===== src/rtl/core/dhpg_pkg.sv =====
// ----------------------------------------------------------------------------
// dhpg_pkg
// Types, constants and codes shared by the palette generator modules.
// ----------------------------------------------------------------------------
package dhpg_pkg;

  localparam int TABLE_DEPTH_DEF = 256;
  localparam int IDX_W   = 8;
  localparam int CH_W    = 8;
  localparam int CNT_W   = 9;
  localparam int PASS_W  = 4;
  localparam int STEP_W  = 8;
  localparam int HUE_W   = 16;
  localparam int SECT_W  = 3;

  // hue numerator and divide-by-five reciprocal
  localparam int NUM_W   = 25;
  localparam int DIV5_SH = 27;
  localparam logic [NUM_W-1:0] DIV5_MUL = 25'd26843546;
  localparam logic [NUM_W-1:0] PASS0_LEN = 25'd5;

  // channel arithmetic
  localparam int SPAN_W  = 17;
  localparam int Y_W     = 24;
  localparam int Y_SH    = 14;
  localparam int Z_W     = 10;
  localparam int ZD_SH   = 10;
  localparam logic [SPAN_W-1:0] SPAN   = 17'd81920;
  localparam logic [SPAN_W-1:0] T_BASE = 17'd16384;
  localparam logic [CH_W-1:0]   CH_V   = 8'd204;
  localparam logic [CH_W-1:0]   CH_P   = 8'd40;
  localparam logic [CH_W-1:0]   ZD_MUL = 8'd205;

  typedef struct packed {
    logic [CH_W-1:0] red;
    logic [CH_W-1:0] green;
    logic [CH_W-1:0] blue;
  } rgb_t;

  typedef struct packed {
    logic rd_en;
    logic wr_en;
  } tbl_req_t;

  typedef enum logic [1:0] {
    ST_STORED,
    ST_NEW,
    ST_BEYOND,
    ST_FULL
  } status_t;

  typedef enum logic [2:0] {
    S_IDLE,
    S_RDATA,
    S_HUE,
    S_CONV,
    S_MIX
  } state_t;

endpackage


===== src/rtl/core/dhpg_rgb.sv =====
// ----------------------------------------------------------------------------
// dhpg_rgb
// Six-sector hue to RGB conversion at saturation and value 0.8.
// ----------------------------------------------------------------------------
module dhpg_rgb import dhpg_pkg::*; (
  input  logic             clk,
  input  logic [HUE_W-1:0] hue,
  output rgb_t             rgb
);

  logic [HUE_W+2:0]    h6;
  logic [HUE_W-1:0]    frac;
  logic [SPAN_W-1:0]   span_q, span_t;
  logic [SECT_W-1:0]   sect_r;
  logic [Y_W-1:0]      yq_r, yt_r;
  logic [Z_W+CH_W-1:0] pq, pt;
  logic [CH_W-1:0]     q, t;

  assign h6     = (HUE_W+3)'({hue, 2'b00}) + (HUE_W+3)'({hue, 1'b0});
  assign frac   = h6[HUE_W-1:0];
  assign span_q = SPAN - SPAN_W'(frac);
  assign span_t = T_BASE + SPAN_W'(frac);

  always_ff @(posedge clk) begin
    sect_r <= h6[HUE_W+2:HUE_W];
    yq_r   <= Y_W'(span_q) * Y_W'(CH_V);
    yt_r   <= Y_W'(span_t) * Y_W'(CH_V);
  end

  // drop 2^14, then divide by five
  assign pq = (Z_W+CH_W)'(yq_r[Y_W-1:Y_SH]) * (Z_W+CH_W)'(ZD_MUL);
  assign pt = (Z_W+CH_W)'(yt_r[Y_W-1:Y_SH]) * (Z_W+CH_W)'(ZD_MUL);
  assign q  = pq[ZD_SH +: CH_W];
  assign t  = pt[ZD_SH +: CH_W];

  always_comb begin
    case (sect_r)
      3'd0:    rgb = {CH_V, t, CH_P};
      3'd1:    rgb = {q, CH_V, CH_P};
      3'd2:    rgb = {CH_P, CH_V, t};
      3'd3:    rgb = {CH_P, q, CH_V};
      3'd4:    rgb = {t, CH_P, CH_V};
      default: rgb = {CH_V, CH_P, q};
    endcase
  end

endmodule


===== config.mk =====
export PLATFORM = sky130hd
export DESIGN_NAME = dhpg_rgb
export DESIGN_NICKNAME = d
export VERILOG_FILES = /design/src/rtl/core/dhpg_pkg.sv /design/src/rtl/core/dhpg_rgb.sv
export SDC_FILE = /design/constraint.sdc
export NUM_CORES = 1
export LEC_CHECK = 0
export BUFFER_PORTS_ARGS = -buffer_cell sky130_fd_sc_hd__buf_2
export CAP_MARGIN = 30
export CORE_ASPECT_RATIO = 0.75
export CORE_MARGIN = 2
export CORE_UTILIZATION = 50
export DETAILED_ROUTE_END_ITERATION = 8
export PLACE_DENSITY = 0.67
export SYNTH_ARGS = -nofsm -noshare
export SYNTH_HDL_FRONTEND = slang
export SYNTH_SLANG_ARGS = --single-unit

===== constraint.sdc =====
create_clock -name clk -period 10.18 [get_ports clk]
set_input_delay 0.509 -clock clk [delete_from_list [all_inputs] [get_ports clk]]
set_output_delay 0.509 -clock clk [all_outputs]
set_load 0.05 [all_outputs]

# Word-level counts from Yosys, hierarchy flattened
# Index checks and enable logic that the tools add are counted.
[op_classes] add_sub_neg=3 mul=4 eq_ne=4 muxes=1 n_reduce_logical=1
[ops] operator="$pmux W24 S5" count=1
[ops] operator="$mul A17 B6 Y22 const B" count=2
[ops] operator="$mul A10 B8 Y18 const B" count=2
[ops] operator="$add A18 B17 Y19" count=1
[ops] operator="$add A15 B16 Y17 const A" count=1
[ops] operator="$sub A17 B16 Y17 const A" count=1
[ops] operator="$eq A3 B2 Y1 const B" count=2
[ops] operator="$eq A3 B1 Y1 const B" count=1
[ops] operator="$eq A3 B3 Y1 const B" count=1
[ops] operator="$logic_not A3 Y1" count=1
[word_totals] ff_bits=47 in_bits=17 out_inout_bits=24 word_cells=16

# Longest topological paths before layout
# Gate-level depths: netlist of the first run.
[depth] ltp_word=3 ltp_mapped=28 depth_no_buf=28

# Worst setup path before layout of the first run
# OpenSTA, ideal clock, no wires.
[synth_path] path_type="input to register" startpoint="in hue[0]" endpoint="reg yq_r[22]" setup_time_ns=0.123 t_arrival_ns=5.621 t_required_ns=10.057 slack_ns=4.435 path_stages=27 n_path_buf=0 path_cell_list="ha_1 -> inv_1 -> fa_1 -> nor2b_2 -> o31a_1 -> nor2_1 -> nor2_1 -> nor2_1 -> xnor2_1 -> inv_1 -> ha_1 -> and3_1 -> xor2_1 -> ha_1 -> inv_1 -> fa_1 -> fa_1 -> inv_1 -> ha_1 -> a2111oi_2 -> o21a_1 -> a22oi_2 -> a31o_1 -> and2_4 -> a311oi_4 -> o21bai_1 -> xor2_1"
[synth_via] elab_chain_len=3
[synth_lines] item="from (decl)" line_no="dhpg_rgb.sv:7" text="input logic [HUE_W-1:0] hue,"
[synth_lines] item="$add A18 B17 Y19" line_no="dhpg_rgb.sv:19" text="assign h6 = (HUE_W+3)'({hue, 2'b00}) + (HUE_W+3)'({hue, 1'b0});"
[synth_lines] item="$sub A17 B16 Y17" line_no="dhpg_rgb.sv:21" text="assign span_q = SPAN - SPAN_W'(frac);"
[synth_lines] item="$mul A17 B6 Y22" line_no="dhpg_rgb.sv:26" text="yq_r <= Y_W'(span_q) * Y_W'(CH_V);"
[synth_lines] item="to (signal assigned)" line_no="dhpg_rgb.sv:26"
[synth_lines] item="to (decl)" line_no="dhpg_rgb.sv:15" text="logic [Y_W-1:0] yq_r, yt_r;"
# Every way passes these cells.

# Worst setup path after layout of the first run
# Same ends and word-level chain as after synthesis.

==> reports/results.txt, run 1 <==
pins over their slew limit = 0
FF+latch count, synth = 23
CP startpoint = hue[0]
Rows = 39
hold-fix buffers at CTS = 0
most used routing layer = met1
Max clock buf depth = 2
Synth Flop Type = dfxtp_1
Avg Cell Area, Syn = 8.90 um2
DR WL/cell = 13.1 um
asr flop ratio synth = 0%
Post-synth EDFFs = 0
Crit. End Element = flip-flop
unique cell type count in the Yosys netlist = 62
Resized cells post-CTS = 0
Die W = 149 um
Worst slew margin = 50.4%
Layout fillers = 1,406
Routability Congestion = 0.850
I/O pin count = 41
drt total wl = 14,800 um
number of CTS-inserted buffers = 3
total of max-cap violations = 0
Max Clock Freq = 0.161 GHz
layout cell share with drive strength beyond 1 = 7.07%
drt drc = 0
post-CTS repair timing setup buffer count = 0
clock sinks = 23
post-synthesis mux area share = 0.127%
count of final hold-check violations = 0
root buf cell = clkbuf_16
global-route wire length before repair = 25,200 um
CTS tree = done
detailed placement HPWL = 13,600 um
outcome = finished clean
DR vias = 5,767
Crit Path Class = in2reg
period utilization = 61.1%
footprint of the multi-input gates = 0.00666 mm2
GR Util met1 = 28.7%
I/O Buffers = 40
drt first-iter violations = 170
largest net degree at the start of global routing = 20
required time of the worst setup path = 10.32 ns
Hold WC Path Type = in2reg
Worst Max-Slew Pin Slew = 0.739 ns
Worst Hold Launch = hue[15]
initial antenna violation count = 0
number of global-route vias before repair = 5,491
WP data arrival = 6.35 ns
grt met3 use = 1.73%
startpoint types = input pin
Post-Synthesis Cell Area = 0.00788 mm2
sequential area share after synthesis = 5.84%
post-synthesis simple-gate area fraction = 7.95%
setup_tns = 0 ns
fin nets = 1,230
Overflow after GRT = 0
Synth Instances = 885
largest family of logic cells by synthesized area = adder cells
XOR/XNOR Fraction of Synth Area = 8.67%
DRT antenna net count = 0
Clk pin slew, worst setup/hold paths = 0.06 ns
area delta synth->final = 6.37%
H-tree depth = 1
global-route usage over all layers = 18.0%
met2 Track Usage GR = 27.6%
core area = 0.0153 mm2
ant diodes = 0
commonest non-fill, non-tap cells in the layout = ha_1, inv_1, fa_1
Tmin final = 6.22 ns
Die ar. = 0.0168 mm2
vias per cell = 5.13
Yosys warning total = 0
Starting Density = 51.4%
Adder-Cell Fraction of Synth Area = 53.4%
unrepaired setup endpoints after global routing = false
Crit Path Max Fanout = 10
Compound-Gate Fraction of Synth Area = 14.4%
Die Ht = 113 um
setup violators final = 0
most common cell after layout, fill and taps aside = ha_1
total iterations of the first detailed-routing run = 4
sequential cell area = 460 um2
syn_nets = 1,194
==> kinds of logic after synthesis <==
group / after synthesis
multiplexers: 1
XOR/XNOR: 75
flip-flops: 23
buffers and inverters: 202
adder cells (fa/ha/maj): 292
AND/OR/NAND/NOR: 132
AO/OA/AOI/OAI: 160
==> critical path: stages <==
cell and delay, ns:
buf_2 0.21, ha_1 0.23, inv_1 0.06, fa_1 0.41
nor2b_2 0.15, o31a_1 0.18, nor4_1 0.06, o31a_1 0.31
a21oi_2 0.23, xnor2_1 0.38, inv_1 0.22, ha_1 0.24
a41o_1 0.21, xnor2_1 0.26, ha_1 0.31, ha_1 0.29
inv_1 0.05, fa_1 0.49, inv_1 0.04, ha_1 0.33
a21o_1 0.17, a31o_1 0.19, and2_4 0.18, a311oi_4 0.36
o21bai_1 0.12, xor2_1 0.15
==> through the flow <==
step / area (um2) / instances / hold slack (ns) / setup WS, ns / utilization [%]
floorplan: 7880 / 885 / 0.608 / 4.44 / -
global placement: 8300 / 1121 / 0.761 / 3.86 / 54.2
detailed placement: 8300 / 1121 / 0.771 / 3.71 / 54.2
CTS: 8380 / 1125 / 0.500 / 3.94 / 54.7
global route: 8380 / 1125 / 0.512 / 3.52 / 54.7
finish: 8380 / 1125 / 0.505 / 3.96 / 54.7
==> registers in the layout (all words and copies together) (netlist names) <==
register and count:
sect_r 3, yq_r 10, yt_r 10
==> metal layers <==
metal  vias up  wire (um)
li1       3019          -
met1      2666       8050
met2        78       6170
met3         4        515
met4         0         45
met5         -          0
==> layout make-up <==
cell class,instances,area share [%]
Clock buffer,3,0.896
Clock inverter,1,0.0597
Inverter,193,8.64
Multi-Input combinational cell,660,79.5
Sequential cell,23,5.49
Tap cell,205,3.06
Timing Repair Buffer,40,2.39
==> synth_stat cells (3+ instances only) <==
cell type / n / area (um2)
xor2_1: 25 / 219
nor2b_1: 7 / 43.8
a211oi_1: 5 / 37.5
ha_1: 218 / 2730
a311oi_1: 4 / 35.0
o22ai_1: 5 / 31.3
clkbuf_1: 8 / 30.0
o211ai_1: 4 / 30.0
a21oi_2: 3 / 26.3
o21a_1: 11 / 82.6
a32o_1: 3 / 30.0
a32oi_1: 3 / 26.3
nand2_1: 27 / 101
and3_1: 4 / 25.0
a211o_1: 4 / 35.0
o21ai_0: 22 / 110
nand3_1: 9 / 45.0
nand2b_1: 6 / 37.5
dfxtp_1: 23 / 460
a21oi_1: 36 / 180
o21bai_1: 8 / 60.1
o2111ai_1: 3 / 26.3
fa_1: 74 / 1480
a21o_1: 20 / 150
a31oi_1: 6 / 37.5
or2_2: 6 / 37.5
xnor2_1: 48 / 420
nand4_1: 7 / 43.8
and2_1: 3 / 18.8
nor2_1: 49 / 184
nor3_1: 6 / 30.0
inv_1: 193 / 724
==> final timing paths <==
path                         to  slack, ns  cells after the start
worst max-delay path   yq_r[22]       3.96                     26
worst min-delay path  sect_r[1]       0.51                      2
Power of run 1 is left out: the tool's default activity adds up to more than one toggle a clock period on the data nets, which glitch-free logic cannot reach.
==> run 2: changes to the inputs <==
Clock period 10.18 ns to 6.4 ns, I/O delays scaled along.
==> run 2 against run 1 <==
Flip-flop and latch count unchanged. Hold slack worse by 0.20 ns. Critical path depth unchanged. Count of clock-buffer cells in the layout unchanged. Worst setup slack worse by 3.4 ns. Cell area up 0.45%. Utilization up 0.25 points. First-iteration DRC count up 13%. Sequential share of layout area about the same. Via count up 0.54%. Routed wire length up 2.6%. Cell count up 0.44%. Critical endpoint unchanged. Highest routed layer unchanged.
==> reports/results.txt, run 2 (synthesis results as in run 1) <==
outcome = finished clean (unchanged)
global-route usage over all layers = 19.5% (was 18.0%)
I/O Buffers = 40 (unchanged)
Crit Path Class = in2reg (unchanged)
fin nets = 1,235 (was 1,230)
most common cell after layout, fill and taps aside = ha_1 (unchanged)
Rows = 39 (unchanged)
detailed placement HPWL = 13,900 um (was 13,600 um)
Crit Path Max Fanout = 4 (was 10)
Routability Congestion = 0.863 (was 0.850)
clock sinks = 23 (unchanged)
setup_tns = 0 ns (unchanged)
Tmin final = 5.81 ns
Overflow after GRT = 0 (unchanged)
area delta synth->final = 6.84% (was 6.37%)
setup violators final = 0 (unchanged)
number of CTS-inserted buffers = 3 (unchanged)
drt total wl = 15,200 um (was 14,800 um)
layout cell share with drive strength beyond 1 = 7.57% (was 7.07%)
grt met3 use = 1.90% (was 1.73%)
WP data arrival = 5.95 ns (was 6.35 ns)
Min-Delay Path Depth = 2 (unchanged)
DR WL/cell = 13.4 um (was 13.1 um)
total iterations of the first detailed-routing run = 4 (unchanged)
Post-DP Area = 0.00834 mm2 (was 0.00830 mm2)
vias per cell = 5.13 (about the same)
core area = 0.0153 mm2 (unchanged)
Starting Density = 51.4% (unchanged)
post-CTS repair timing setup buffer count = 0 (unchanged)
root buf cell = clkbuf_16 (unchanged)
drt drc = 0 (unchanged)
Worst slew margin = 55.6% (was 50.4%)
final instance area = 0.00842 mm2 (was 0.00838 mm2)
hold-fix buffers at CTS = 0 (unchanged)
Clk pin slew, worst setup/hold paths = 0.06 ns (about the same)
total of max-cap violations = 0 (unchanged)
DRT antenna net count = 0 (unchanged)
period utilization = 90.8%
Hold WC Path Type = in2reg (unchanged)
Crit. End Element = flip-flop (unchanged)
met2 Track Usage GR = 30.4% (was 27.6%)
required time of the worst setup path = 6.54 ns (was 10.32 ns)
startpoint types = input pin (unchanged)
Die ar. = 0.0168 mm2 (unchanged)
number of global-route vias before repair = 5,899 (was 5,491)
ant diodes = 0 (unchanged)
unrepaired setup endpoints after global routing = false (unchanged)
pins over their slew limit = 0 (unchanged)
CTS tree = done (unchanged)
initial antenna violation count = 0 (unchanged)
largest net degree at the start of global routing = 20 (unchanged)
Worst Max-Slew Pin Slew = 0.665 ns (was 0.739 ns)
most used routing layer = met2 (was met1)
global-route wire length before repair = 27,200 um (was 25,200 um)
Max Clock Freq = 0.172 GHz
Top Registers = yq_r (10), yt_r (10), sect_r (3) (unchanged)
commonest non-fill, non-tap cells in the layout = ha_1, inv_1, fa_1 (unchanged)
H-tree depth = 1 (unchanged)
Die Ht = 113 um (unchanged)
Die W = 149 um (unchanged)
DR vias = 5,798 (was 5,767)
GR Util met1 = 30.2% (was 28.7%)
Resized cells post-CTS = 0 (unchanged)
I/O pin count = 41 (unchanged)
Max clock buf depth = 2 (unchanged)
count of final hold-check violations = 0 (unchanged)
drt first-iter violations = 192 (was 170)
==> run 2: changes by cell type in the layout (fill, tap and decap cells not counted), sizes merged <==
cell / before / now
buf: 40 / 45
==> run 2: cell type report <==
class / instances / area [um2]
timing repair buffer: 45 / 238
multi-input combinational: 660 / 6660
tap: 205 / 256
clock inverter: 1 / 5.00
inverter: 193 / 724
fill: 1440 / 6900
sequential: 23 / 460
clock buffer: 3 / 75.1
==> run 2: metrics by stage <==
stage	setup WS [ns]	hold WS (ns)	std cells	util [%]
floorplan	0.844	0.419	885	-
global placement	0.453	0.570	1126	54.4
detailed placement	0.281	0.573	1126	54.4
CTS	0.537	0.299	1130	54.9
global route	0.159	0.305	1130	54.9
finish	0.591	0.306	1130	54.9
==> run 2: path summary, 6_finish.rpt <==
kind,from,endpoint,slack (ns)
worst max-delay path,hue[1],yq_r[22],0.59
worst min-delay path,hue[15],sect_r[1],0.31
==> run 2: critical path, stage by stage <==
cell	delay (ns)
buf_2	0.12
ha_1	0.30
a211oi_1	0.26
o21bai_1	0.14
a21oi_1	0.25
o21bai_1	0.09
a21oi_1	0.18
xnor2_1	0.26
inv_1	0.13
ha_1	0.22
and3_1	0.21
xor2_1	0.17
ha_1	0.36
inv_1	0.07
fa_1	0.49
fa_1	0.51
inv_1	0.04
ha_1	0.22
a2111oi_2	0.28
o21a_1	0.18
a22oi_2	0.10
a31o_1	0.24
and2_4	0.17
a311oi_4	0.36
o21bai_1	0.12
xor2_1	0.15
==> run 2: routing by layer <==
metal  part of all wire (%)  routed length, um
met5                      0                  0
met4                   0.50                 76
met3                    3.6                551
met2                     43               6460
met1                     53               8080
Power of run 2 is left out for the same reason.
