[config.mk]
export PLATFORM = sky130hd
export DESIGN_NAME = dhpg_hue
export DESIGN_NICKNAME = d
export VERILOG_FILES = /design/src/rtl/core/dhpg_pkg.sv /design/src/rtl/core/dhpg_hue.sv
export SDC_FILE = /design/constraint.sdc
export NUM_CORES = 1
export LEC_CHECK = 0
export BUFFER_PORTS_ARGS = -buffer_cell sky130_fd_sc_hd__buf_2
export CORE_MARGIN = 3
export CORE_UTILIZATION = 55
export DETAILED_ROUTE_END_ITERATION = 6
export PLACE_DENSITY = 0.82
export SETUP_SLACK_MARGIN = 0.2
export SLEW_MARGIN = 30
export SYNTH_ARGS = -nofsm -noshare
export SYNTH_HDL_FRONTEND = slang
export SYNTH_SLANG_ARGS = --single-unit
[constraint.sdc]
create_clock -name clk -period 14.7 [get_ports clk]
set_input_delay 0 -clock clk [delete_from_list [all_inputs] [get_ports clk]]
set_output_delay 0 -clock clk [all_outputs]
set_load 0.02 [all_outputs]
[src/rtl/core/dhpg_pkg.sv]
// ----------------------------------------------------------------------------
// dhpg_pkg
// Types, constants and codes shared by the palette generator modules.
// ----------------------------------------------------------------------------
package dhpg_pkg;

  localparam int TABLE_DEPTH_DEF = 256;
  localparam int IDX_W   = 8;
  localparam int CH_W    = 8;
  localparam int CNT_W   = 9;
  localparam int PASS_W  = 4;
  localparam int STEP_W  = 8;
  localparam int HUE_W   = 16;
  localparam int SECT_W  = 3;

  // hue numerator and divide-by-five reciprocal
  localparam int NUM_W   = 25;
  localparam int DIV5_SH = 27;
  localparam logic [NUM_W-1:0] DIV5_MUL = 25'd26843546;
  localparam logic [NUM_W-1:0] PASS0_LEN = 25'd5;

  // channel arithmetic
  localparam int SPAN_W  = 17;
  localparam int Y_W     = 24;
  localparam int Y_SH    = 14;
  localparam int Z_W     = 10;
  localparam int ZD_SH   = 10;
  localparam logic [SPAN_W-1:0] SPAN   = 17'd81920;
  localparam logic [SPAN_W-1:0] T_BASE = 17'd16384;
  localparam logic [CH_W-1:0]   CH_V   = 8'd204;
  localparam logic [CH_W-1:0]   CH_P   = 8'd40;
  localparam logic [CH_W-1:0]   ZD_MUL = 8'd205;

  typedef struct packed {
    logic [CH_W-1:0] red;
    logic [CH_W-1:0] green;
    logic [CH_W-1:0] blue;
  } rgb_t;

  typedef struct packed {
    logic rd_en;
    logic wr_en;
  } tbl_req_t;

  typedef enum logic [1:0] {
    ST_STORED,
    ST_NEW,
    ST_BEYOND,
    ST_FULL
  } status_t;

  typedef enum logic [2:0] {
    S_IDLE,
    S_RDATA,
    S_HUE,
    S_CONV,
    S_MIX
  } state_t;

endpackage

[src/rtl/core/dhpg_hue.sv]
// ----------------------------------------------------------------------------
// dhpg_hue
// Subdivision hue sequencer: pass and step counters, hue by reciprocal multiply.
// ----------------------------------------------------------------------------
module dhpg_hue import dhpg_pkg::*; (
  input  logic             clk,
  input  logic             rst_n,
  input  logic             advance,
  output logic [HUE_W-1:0] hue
);

  logic [PASS_W-1:0]  pass_r, pass_nxt;
  logic [STEP_W-1:0]  step_r, step_nxt;
  logic [STEP_W-1:0]  step_inc;
  logic [NUM_W-1:0]   num;
  logic [NUM_W-1:0]   lim;
  logic [2*NUM_W-1:0] prod_r;

  always_comb begin
    if (pass_r == '0) begin
      num = NUM_W'({step_r, {HUE_W{1'b0}}});
      lim = PASS0_LEN;
    end else begin
      num = {step_r, 1'b1, {HUE_W{1'b0}}} >> pass_r;
      lim = PASS0_LEN << (pass_r - 1'b1);
    end
  end

  assign step_inc = step_r + 1'b1;

  always_comb begin
    pass_nxt = pass_r;
    step_nxt = step_r;
    if (advance) begin
      if (NUM_W'(step_inc) == lim) begin
        pass_nxt = pass_r + 1'b1;
        step_nxt = '0;
      end else begin
        step_nxt = step_inc;
      end
    end
  end

  always_ff @(posedge clk) begin
    if (!rst_n) begin
      pass_r <= '0;
      step_r <= '0;
    end else begin
      pass_r <= pass_nxt;
      step_r <= step_nxt;
    end
  end

  always_ff @(posedge clk) begin
    prod_r <= num * DIV5_MUL;
  end

  assign hue = prod_r[DIV5_SH +: HUE_W];

endmodule

### Word level (Yosys, flattened, before mapping)

Index checks and enable logic that the tools add are counted.

| storage, ports and cells | value |
|---|---|
| output and inout port bits | 16 |
| register bits after elaboration | 54 |

| cells by class | value |
|---|---|
| equal/unequal tests | 1 |
| multipliers | 1 |
| mux-type cells | 3 |
| $add $sub $neg | 3 |
| shift-type cells | 2 |
| reductions and logical operators | 2 |

Operator list:

| kind | number |
|---|---|
| $mux W25 | 2 |
| $mul A25 B24 Y42 const B | 1 |
| $eq A8 B25 Y1 | 1 |
| $shl A3 B4 Y25 const A | 1 |
| $shr A25 B4 Y25 | 1 |
| $add A8 B1 Y8 const B | 1 |
| $mux W8 | 1 |
| $add A4 B1 Y4 const B | 1 |
| $logic_not A4 Y1 | 1 |
| $sub A4 B1 Y4 const B | 1 |
| $reduce_and A2 Y1 | 1 |

### Logic depth before layout (Yosys ltp)

| depth | value |
|---|---|
| depth after elaboration | 5 |
| mapped depth | 32 |
| gate-level depth less buffers | 29 |

### Worst setup path after synthesis

Ideal clock, no wire load.

| timing path | value |
|---|---|
| path type | register to register |
| from | reg pass_r[0] |
| to | reg prod_r[36] |
| path slack | 7203 ps |
| required time | 14577 ps |
| stages on the path, launching flop included | 30 |
| library setup time | 123 ps |
| data arrival time | 7374 ps |
| cell sequence | dfxtp_1 -> buf_2 -> clkbuf_1 -> mux2_2 -> nand2_1 -> nor2_1 -> a21oi_1 -> o21ai_0 -> ha_1 -> clkbuf_1 -> xnor2_1 -> xor2_1 -> fa_1 -> fa_1 -> fa_1 -> inv_1 -> fa_1 -> inv_1 -> fa_1 -> inv_1 -> ha_1 -> a21o_1 -> nand3b_1 -> o211ai_1 -> o211ai_2 -> a221o_1 -> and2_1 -> nor2_1 -> o21ai_1 -> xor2_1 |

| on the way | value |
|---|---|
| cells in the longest elaborated chain, start to end | 3 |
| elaborated cells on any way between the ends | 4 |
| classes of those cells | mul (1); shift (1); mux (1); reduce/logical (1) |

RTL lines:

| element | RTL line | RTL |
|---|---|---|
| from (decl) | dhpg_hue.sv:12 | `logic [PASS_W-1:0] pass_r, pass_nxt;` |
| from (signal assigned) | dhpg_hue.sv:49 | `pass_r <= pass_nxt;` |
| $shr A25 B4 Y25 / $logic_not A4 Y1 (equally long branches) | dhpg_hue.sv:24, dhpg_hue.sv:20 |  |
| $mux W25 * | dhpg_hue.sv:20 | `if (pass_r == '0) begin` |
| $mul A25 B24 Y42 * | dhpg_hue.sv:55 | `prod_r <= num * DIV5_MUL;` |
| to (signal assigned) | dhpg_hue.sv:55 |  |
| to (decl) | dhpg_hue.sv:17 | `logic [2*NUM_W-1:0] prod_r;` |

Every way passes the cells marked *; elsewhere a longest branch is shown, timed or not.
A chain may end at the register's enable or synchronous reset.

### Final worst setup path

| timing path | value |
|---|---|
| from | reg pass_r[1] |
| to | reg prod_r[41] |

Same word-level chain as after synthesis.

==> report_table.html <==
<table>
<tr><th>Metric</th><th>Value</th></tr>
<tr><th colspan="2">Status</th></tr>
<tr><td>Run status</td><td>completed</td></tr>
<tr><th colspan="2">Die</th></tr>
<tr><td>Die footprint</td><td>0.0226 sq mm</td></tr>
<tr><td>Height of the chip</td><td>between 150 and 200 um</td></tr>
<tr><td>Chip width</td><td>150 um</td></tr>
<tr><td>Core Area</td><td>about 0.020 sq mm</td></tr>
<tr><td>Number of ports placed on the die boundary</td><td>19</td></tr>
<tr><td>Effective utilization at floorplan</td><td>around 56%</td></tr>
<tr><td># rows</td><td>52</td></tr>
<tr><th colspan="2">Power and ir drop</th></tr>
<tr><td>P_sw</td><td>between 0.1 and 0.15 mW</td></tr>
<tr><td>Clk pwr share</td><td>between 20% and 30%</td></tr>
<tr><td>Cell area power density</td><td>30.2 mW/mm^2</td></tr>
<tr><td>Worst-case vdd ir drop</td><td>about 0.045 mV</td></tr>
<tr><td>Fraction of power consumed by combinational cells</td><td>between 50% and 60%</td></tr>
<tr><td>Net switching share of the total power</td><td>40.8%</td></tr>
<tr><td>Internal power</td><td>approximately 0.21 mW</td></tr>
<tr><td>Relative contribution of sequential cells to total power</td><td>between 20 and 30%</td></tr>
<tr><td>Leakage power</td><td>between 6 and 7 nW</td></tr>
<tr><th colspan="2">STA</th></tr>
<tr><td>Final min period</td><td>8870 ps</td></tr>
<tr><td>Endpoints failing setup</td><td>0</td></tr>
<tr><td>Actual transition at the worst max-transition pin</td><td>970 ps</td></tr>
<tr><td>Portion of the clock cycle consumed by the worst path in the final layout</td><td>approximately 60%</td></tr>
<tr><td>Final Hold Fails</td><td>0</td></tr>
<tr><td>Highest attainable clock frequency</td><td>113 MHz</td></tr>
<tr><td>Worst clock skew</td><td>between 5 and 6 ps</td></tr>
<tr><td>Setup repair after global routing missed its margin</td><td>no</td></tr>
<tr><td>Relative slew slack</td><td>a little over a third</td></tr>
<tr><td>Slack of the critical path</td><td>between 5000 and 6000 ps</td></tr>
<tr><td>Number of max-slew violations in the final report</td><td>0</td></tr>
<tr><td>Setup TNS</td><td>0 ps</td></tr>
<tr><th colspan="2">Critical path</th></tr>
<tr><td>Register-to-Register Path Depth</td><td>24</td></tr>
<tr><td>Sum of buffers and inverters on the critical path</td><td>3</td></tr>
<tr><td>Start of the worst register-to-register path</td><td>pass_r[1]</td></tr>
<tr><td>Path length in cells of the critical path</td><td>24</td></tr>
<tr><td>Most numerous cell on the critical path</td><td>sky130_fd_sc_hd__fa_1</td></tr>
<tr><td>Cell with the largest stage delay on the worst path</td><td>sky130_fd_sc_hd__dfxtp_1</td></tr>
<tr><td>Sort of element at the end of the critical path</td><td>register</td></tr>
<tr><td>Signal arrival time at the worst endpoint</td><td>9080 ps</td></tr>
<tr><td>Crit-path cells</td><td>inv_1 &gt; ha_1 &gt; nand2b_4 &gt; mux2i_1 &gt; nor2_1 &gt; ha_1 &gt; fa_1 &gt; fa_1 &gt; fa_1 &gt; fa_1 &gt; fa_1 &gt; inv_1 &gt; fa_1 &gt; inv_1 &gt; ha_1 &gt; nand2_1 &gt; nor2_1 &gt; a221oi_1 &gt; o211ai_2 &gt; a221o_1 &gt; nand3_1 &gt; a31oi_2 &gt; a31oi_1 &gt; xnor2_1</td></tr>
<tr><td>Startpoint kind of the worst setup timing path</td><td>register</td></tr>
<tr><td>Reg-to-Reg End</td><td>prod_r[41]</td></tr>
<tr><td>Slowest cell delay on critical path</td><td>around 790 ps</td></tr>
<tr><td>Category of the critical setup timing path</td><td>reg2reg</td></tr>
<tr><td>Worst-path fanout max</td><td>23</td></tr>
<tr><td>Worst EP required</td><td>~15000 ps</td></tr>
<tr><td>Slack of the worst reg-to-reg path</td><td>5830 ps</td></tr>
<tr><td>Top delay family on crit path</td><td>adder cells</td></tr>
<tr><th colspan="2">Synth</th></tr>
<tr><td>Cell area after synthesis</td><td>0.0114 sq mm</td></tr>
<tr><td>Part of the Yosys area used for sequential elements</td><td>between 4 and 5%</td></tr>
<tr><td>Count of flip-flops with a built-in enable after synthesis</td><td>0</td></tr>
<tr><td>Number of library cell types mapped by synthesis</td><td>76</td></tr>
<tr><td>Leading post-synthesis cells by cell area</td><td>sky130_fd_sc_hd__fa_1 (34%), sky130_fd_sc_hd__ha_1 (25%), sky130_fd_sc_hd__inv_1 (10%)</td></tr>
<tr><td>Average footprint of a synthesized cell</td><td>9.28 sq um</td></tr>
<tr><td>Share of Yosys cell area claimed by the top area cell type</td><td>about a third</td></tr>
<tr><td>Prevailing post-synth register cell</td><td>sky130_fd_sc_hd__dfxtp_1</td></tr>
<tr><td>Mapped Nets</td><td>between 1500 and 2000</td></tr>
<tr><td>Number of warnings reported in the yosys synthesis log</td><td>0</td></tr>
<tr><td>Post-synthesis sequential element count</td><td>28</td></tr>
<tr><td>Number of standard cells after synthesis</td><td>1232</td></tr>
<tr><td>Cell type with the highest aggregate area in the netlist</td><td>sky130_fd_sc_hd__fa_1</td></tr>
<tr><td>Async set or reset register ratio after synthesis</td><td>0%</td></tr>
<tr><th colspan="2">Min path</th></tr>
<tr><td>Cell count of the worst hold path</td><td>3</td></tr>
<tr><td>End point of the most critical hold path</td><td>pass_r[0]</td></tr>
<tr><td>Type of the most critical hold path</td><td>in2reg</td></tr>
<tr><td>Min-delay src</td><td>advance</td></tr>
<tr><th colspan="2">Layout</th></tr>
<tr><td>Commonest non-fill, non-tap cell in the layout</td><td>sky130_fd_sc_hd__inv_1</td></tr>
<tr><td>Diodes inserted</td><td>0</td></tr>
<tr><td>Net count, final</td><td>about 1700</td></tr>
<tr><td>Post-Route Utilization</td><td>58.8%</td></tr>
<tr><td>Area Overhead vs Synth</td><td>4.48%</td></tr>
<tr><td>Finished layout cell area</td><td>0.0119 sq mm</td></tr>
<tr><td>Commonest cells after routing, fill and taps aside</td><td>sky130_fd_sc_hd__inv_1 (314), sky130_fd_sc_hd__ha_1 (224), sky130_fd_sc_hd__fa_1 (193)</td></tr>
<tr><td># fillers</td><td>approximately 1700</td></tr>
<tr><td>Fraction of final layout cells with drive strength greater than 1</td><td>4.85%</td></tr>
<tr><th colspan="2">Routing</th></tr>
<tr><td>Average vias per placed instance</td><td>about 5.7</td></tr>
<tr><td>Wire length after detailed routing</td><td>roughly 28 mm</td></tr>
<tr><td>Final antenna-violating net count</td><td>0</td></tr>
<tr><td>DRC marker count from the first detailed-route iteration</td><td>between 600 and 700</td></tr>
<tr><td>Remaining design rule violation count</td><td>0</td></tr>
<tr><td>Vias after detailed routing</td><td>8559</td></tr>
<tr><td>Number of iterations in the first detailed-routing pass</td><td>6</td></tr>
<tr><td>Post-DR wirelength/cell</td><td>approximately 19 um</td></tr>
<tr><th colspan="2">Clocking</th></tr>
<tr><td>Root buffer selected by CTS</td><td>sky130_fd_sc_hd__clkbuf_16</td></tr>
<tr><td>Maximum count of clock buffers along a single path</td><td>2</td></tr>
<tr><td>Clock network latency to the later pin of the worst-skew pair</td><td>between 200 and 300 ps</td></tr>
<tr><td>Number of buffers added for setup after CTS</td><td>0</td></tr>
<tr><td>Post-cts sizing count</td><td>0</td></tr>
<tr><td>Number of CTS-inserted buffers</td><td>3</td></tr>
<tr><td>Number of hold buffers added after cts</td><td>0</td></tr>
<tr><td>Clock Pin Slew Worst Setup and Hold Paths</td><td>approximately 70 ps</td></tr>
<tr><td>Clk sink count</td><td>28</td></tr>
<tr><td>CTS H-Tree Depth</td><td>1</td></tr>
<tr><td>CTS tree</td><td>yes</td></tr>
<tr><th colspan="2">Global routing</th></tr>
<tr><td>GRT Residual Overflow</td><td>0</td></tr>
<tr><td>Via count of the first global-routing pass</td><td>just over 9000</td></tr>
<tr><td>Largest net degree at the start of global routing</td><td>29</td></tr>
<tr><td>All-layer global routing usage</td><td>between 20% and 30%</td></tr>
<tr><td>Antenna violations before repair</td><td>0</td></tr>
<tr><td>Global-route wire length before repair</td><td>between 40 and 50 mm</td></tr>
<tr><th colspan="2">Flow run</th></tr>
<tr><td>Number of maximum-capacitance constraint violations</td><td>0</td></tr>
<tr><th colspan="2">Placed design</th></tr>
<tr><td>Port buffer count</td><td>18</td></tr>
<tr><td>Final weighted congestion of routability-driven global placement</td><td>approximately 1</td></tr>
<tr><td>Placed wire-length estimate</td><td>around 24 mm</td></tr>
<tr><td>Placed cell areas</td><td>~0.012 sq mm</td></tr>
<tr><td>Worst setup slack after placement</td><td>5840 ps</td></tr>
</table>
==> metrics by stage <==
| stage | hold WS (ps) | instances | total power, mW |
|---|---|---|---|
| after detailed placement | 381 | 1504 | 0.275 |
| after floorplan | 172 | 1232 | 0.226 |
| after CTS | 87.0 | 1508 | 0.364 |
| after global placement | 384 | 1504 | 0.268 |
| final | 88.3 | 1508 | 0.361 |
| after global routing | 112 | 1508 | 0.389 |
==> worst reg2reg max path: cells and delay by family (launching register included) <==
kind                     cells  cell delay (ps)
multiplexers                 1              100
XOR/XNOR                     1              140
adder cells (fa/ha/maj)      9             4450
buffers and inverters        3              450
AND/OR/NAND/NOR              5             1470
flip-flops                   1              790
AO/OA/AOI/OAI                5             1390
==> kinds of logic after synthesis <==
| logic type | count (synthesis) | share of synthesized area, % |
|---|---|---|
| fa+ha+maj | 418 | 58.4 |
| buf+inv | 347 | 11.6 |
| simple gates | 185 | 7.88 |
| compound gates | 163 | 9.58 |
| xor+xnor | 72 | 5.52 |
| flops | 28 | 4.90 |
| mux | 19 | 2.17 |
==> cells in the mapped netlist (all sizes together) (14+ instances only) <==
master	instances
a21oi	43
buf	14
nand2	68
dfxtp	28
ha	224
nand3	17
o21ai	37
a21o	19
inv	315
fa	193
clkbuf	17
xnor2	38
xor2	34
nor2	40
==> power groups by stage <==
stage,sequential [mW],combinational (mW),clock (mW)
floorplan,0.104,0.122,0
global placement,0.0933,0.175,0
detailed placement,0.0929,0.182,0
CTS,0.0914,0.184,0.0879
global route,0.0924,0.207,0.0896
finish,0.0915,0.183,0.0860
==> area by class of cell <==
cell class                 instances  area [sq um]  area share [%]
inverter                         316          1190            9.94
sequential                        28           562            4.70
multi-input combinational        857          9550            80.0
clock buffer                       3          75.1           0.628
clock inverter                     1          30.0           0.251
tap                              270           338            2.83
timing repair buffer              33           203            1.70
==> layer usage <==
layer	wire length [um]	vias to the layer above	share of wire, %	track usage [%]
met5	0	-	0	0
met4	1300	0	4.6	10.6
met3	2050	93	7.3	3.01
met2	13900	377	50	45.3
met1	10800	4161	38	33.1
li1	-	3928	-	-
==> how the worst max path moves through the flow <==
stage	startpoint	end	slack [ps]
floorplan	pass_r[0]	prod_r[36]	7200
global placement	pass_r[0]	prod_r[41]	6130
detailed placement	pass_r[0]	prod_r[41]	5840
CTS	pass_r[0]	prod_r[41]	5780
global route	pass_r[1]	prod_r[41]	5380
finish	pass_r[1]	prod_r[41]	5830
==> registers in the layout (all words and copies together) (netlist names) <==
register,count
step_r,8
pass_r,4
prod_r,16
No activity file was read; power rests on OpenSTA's default activity.
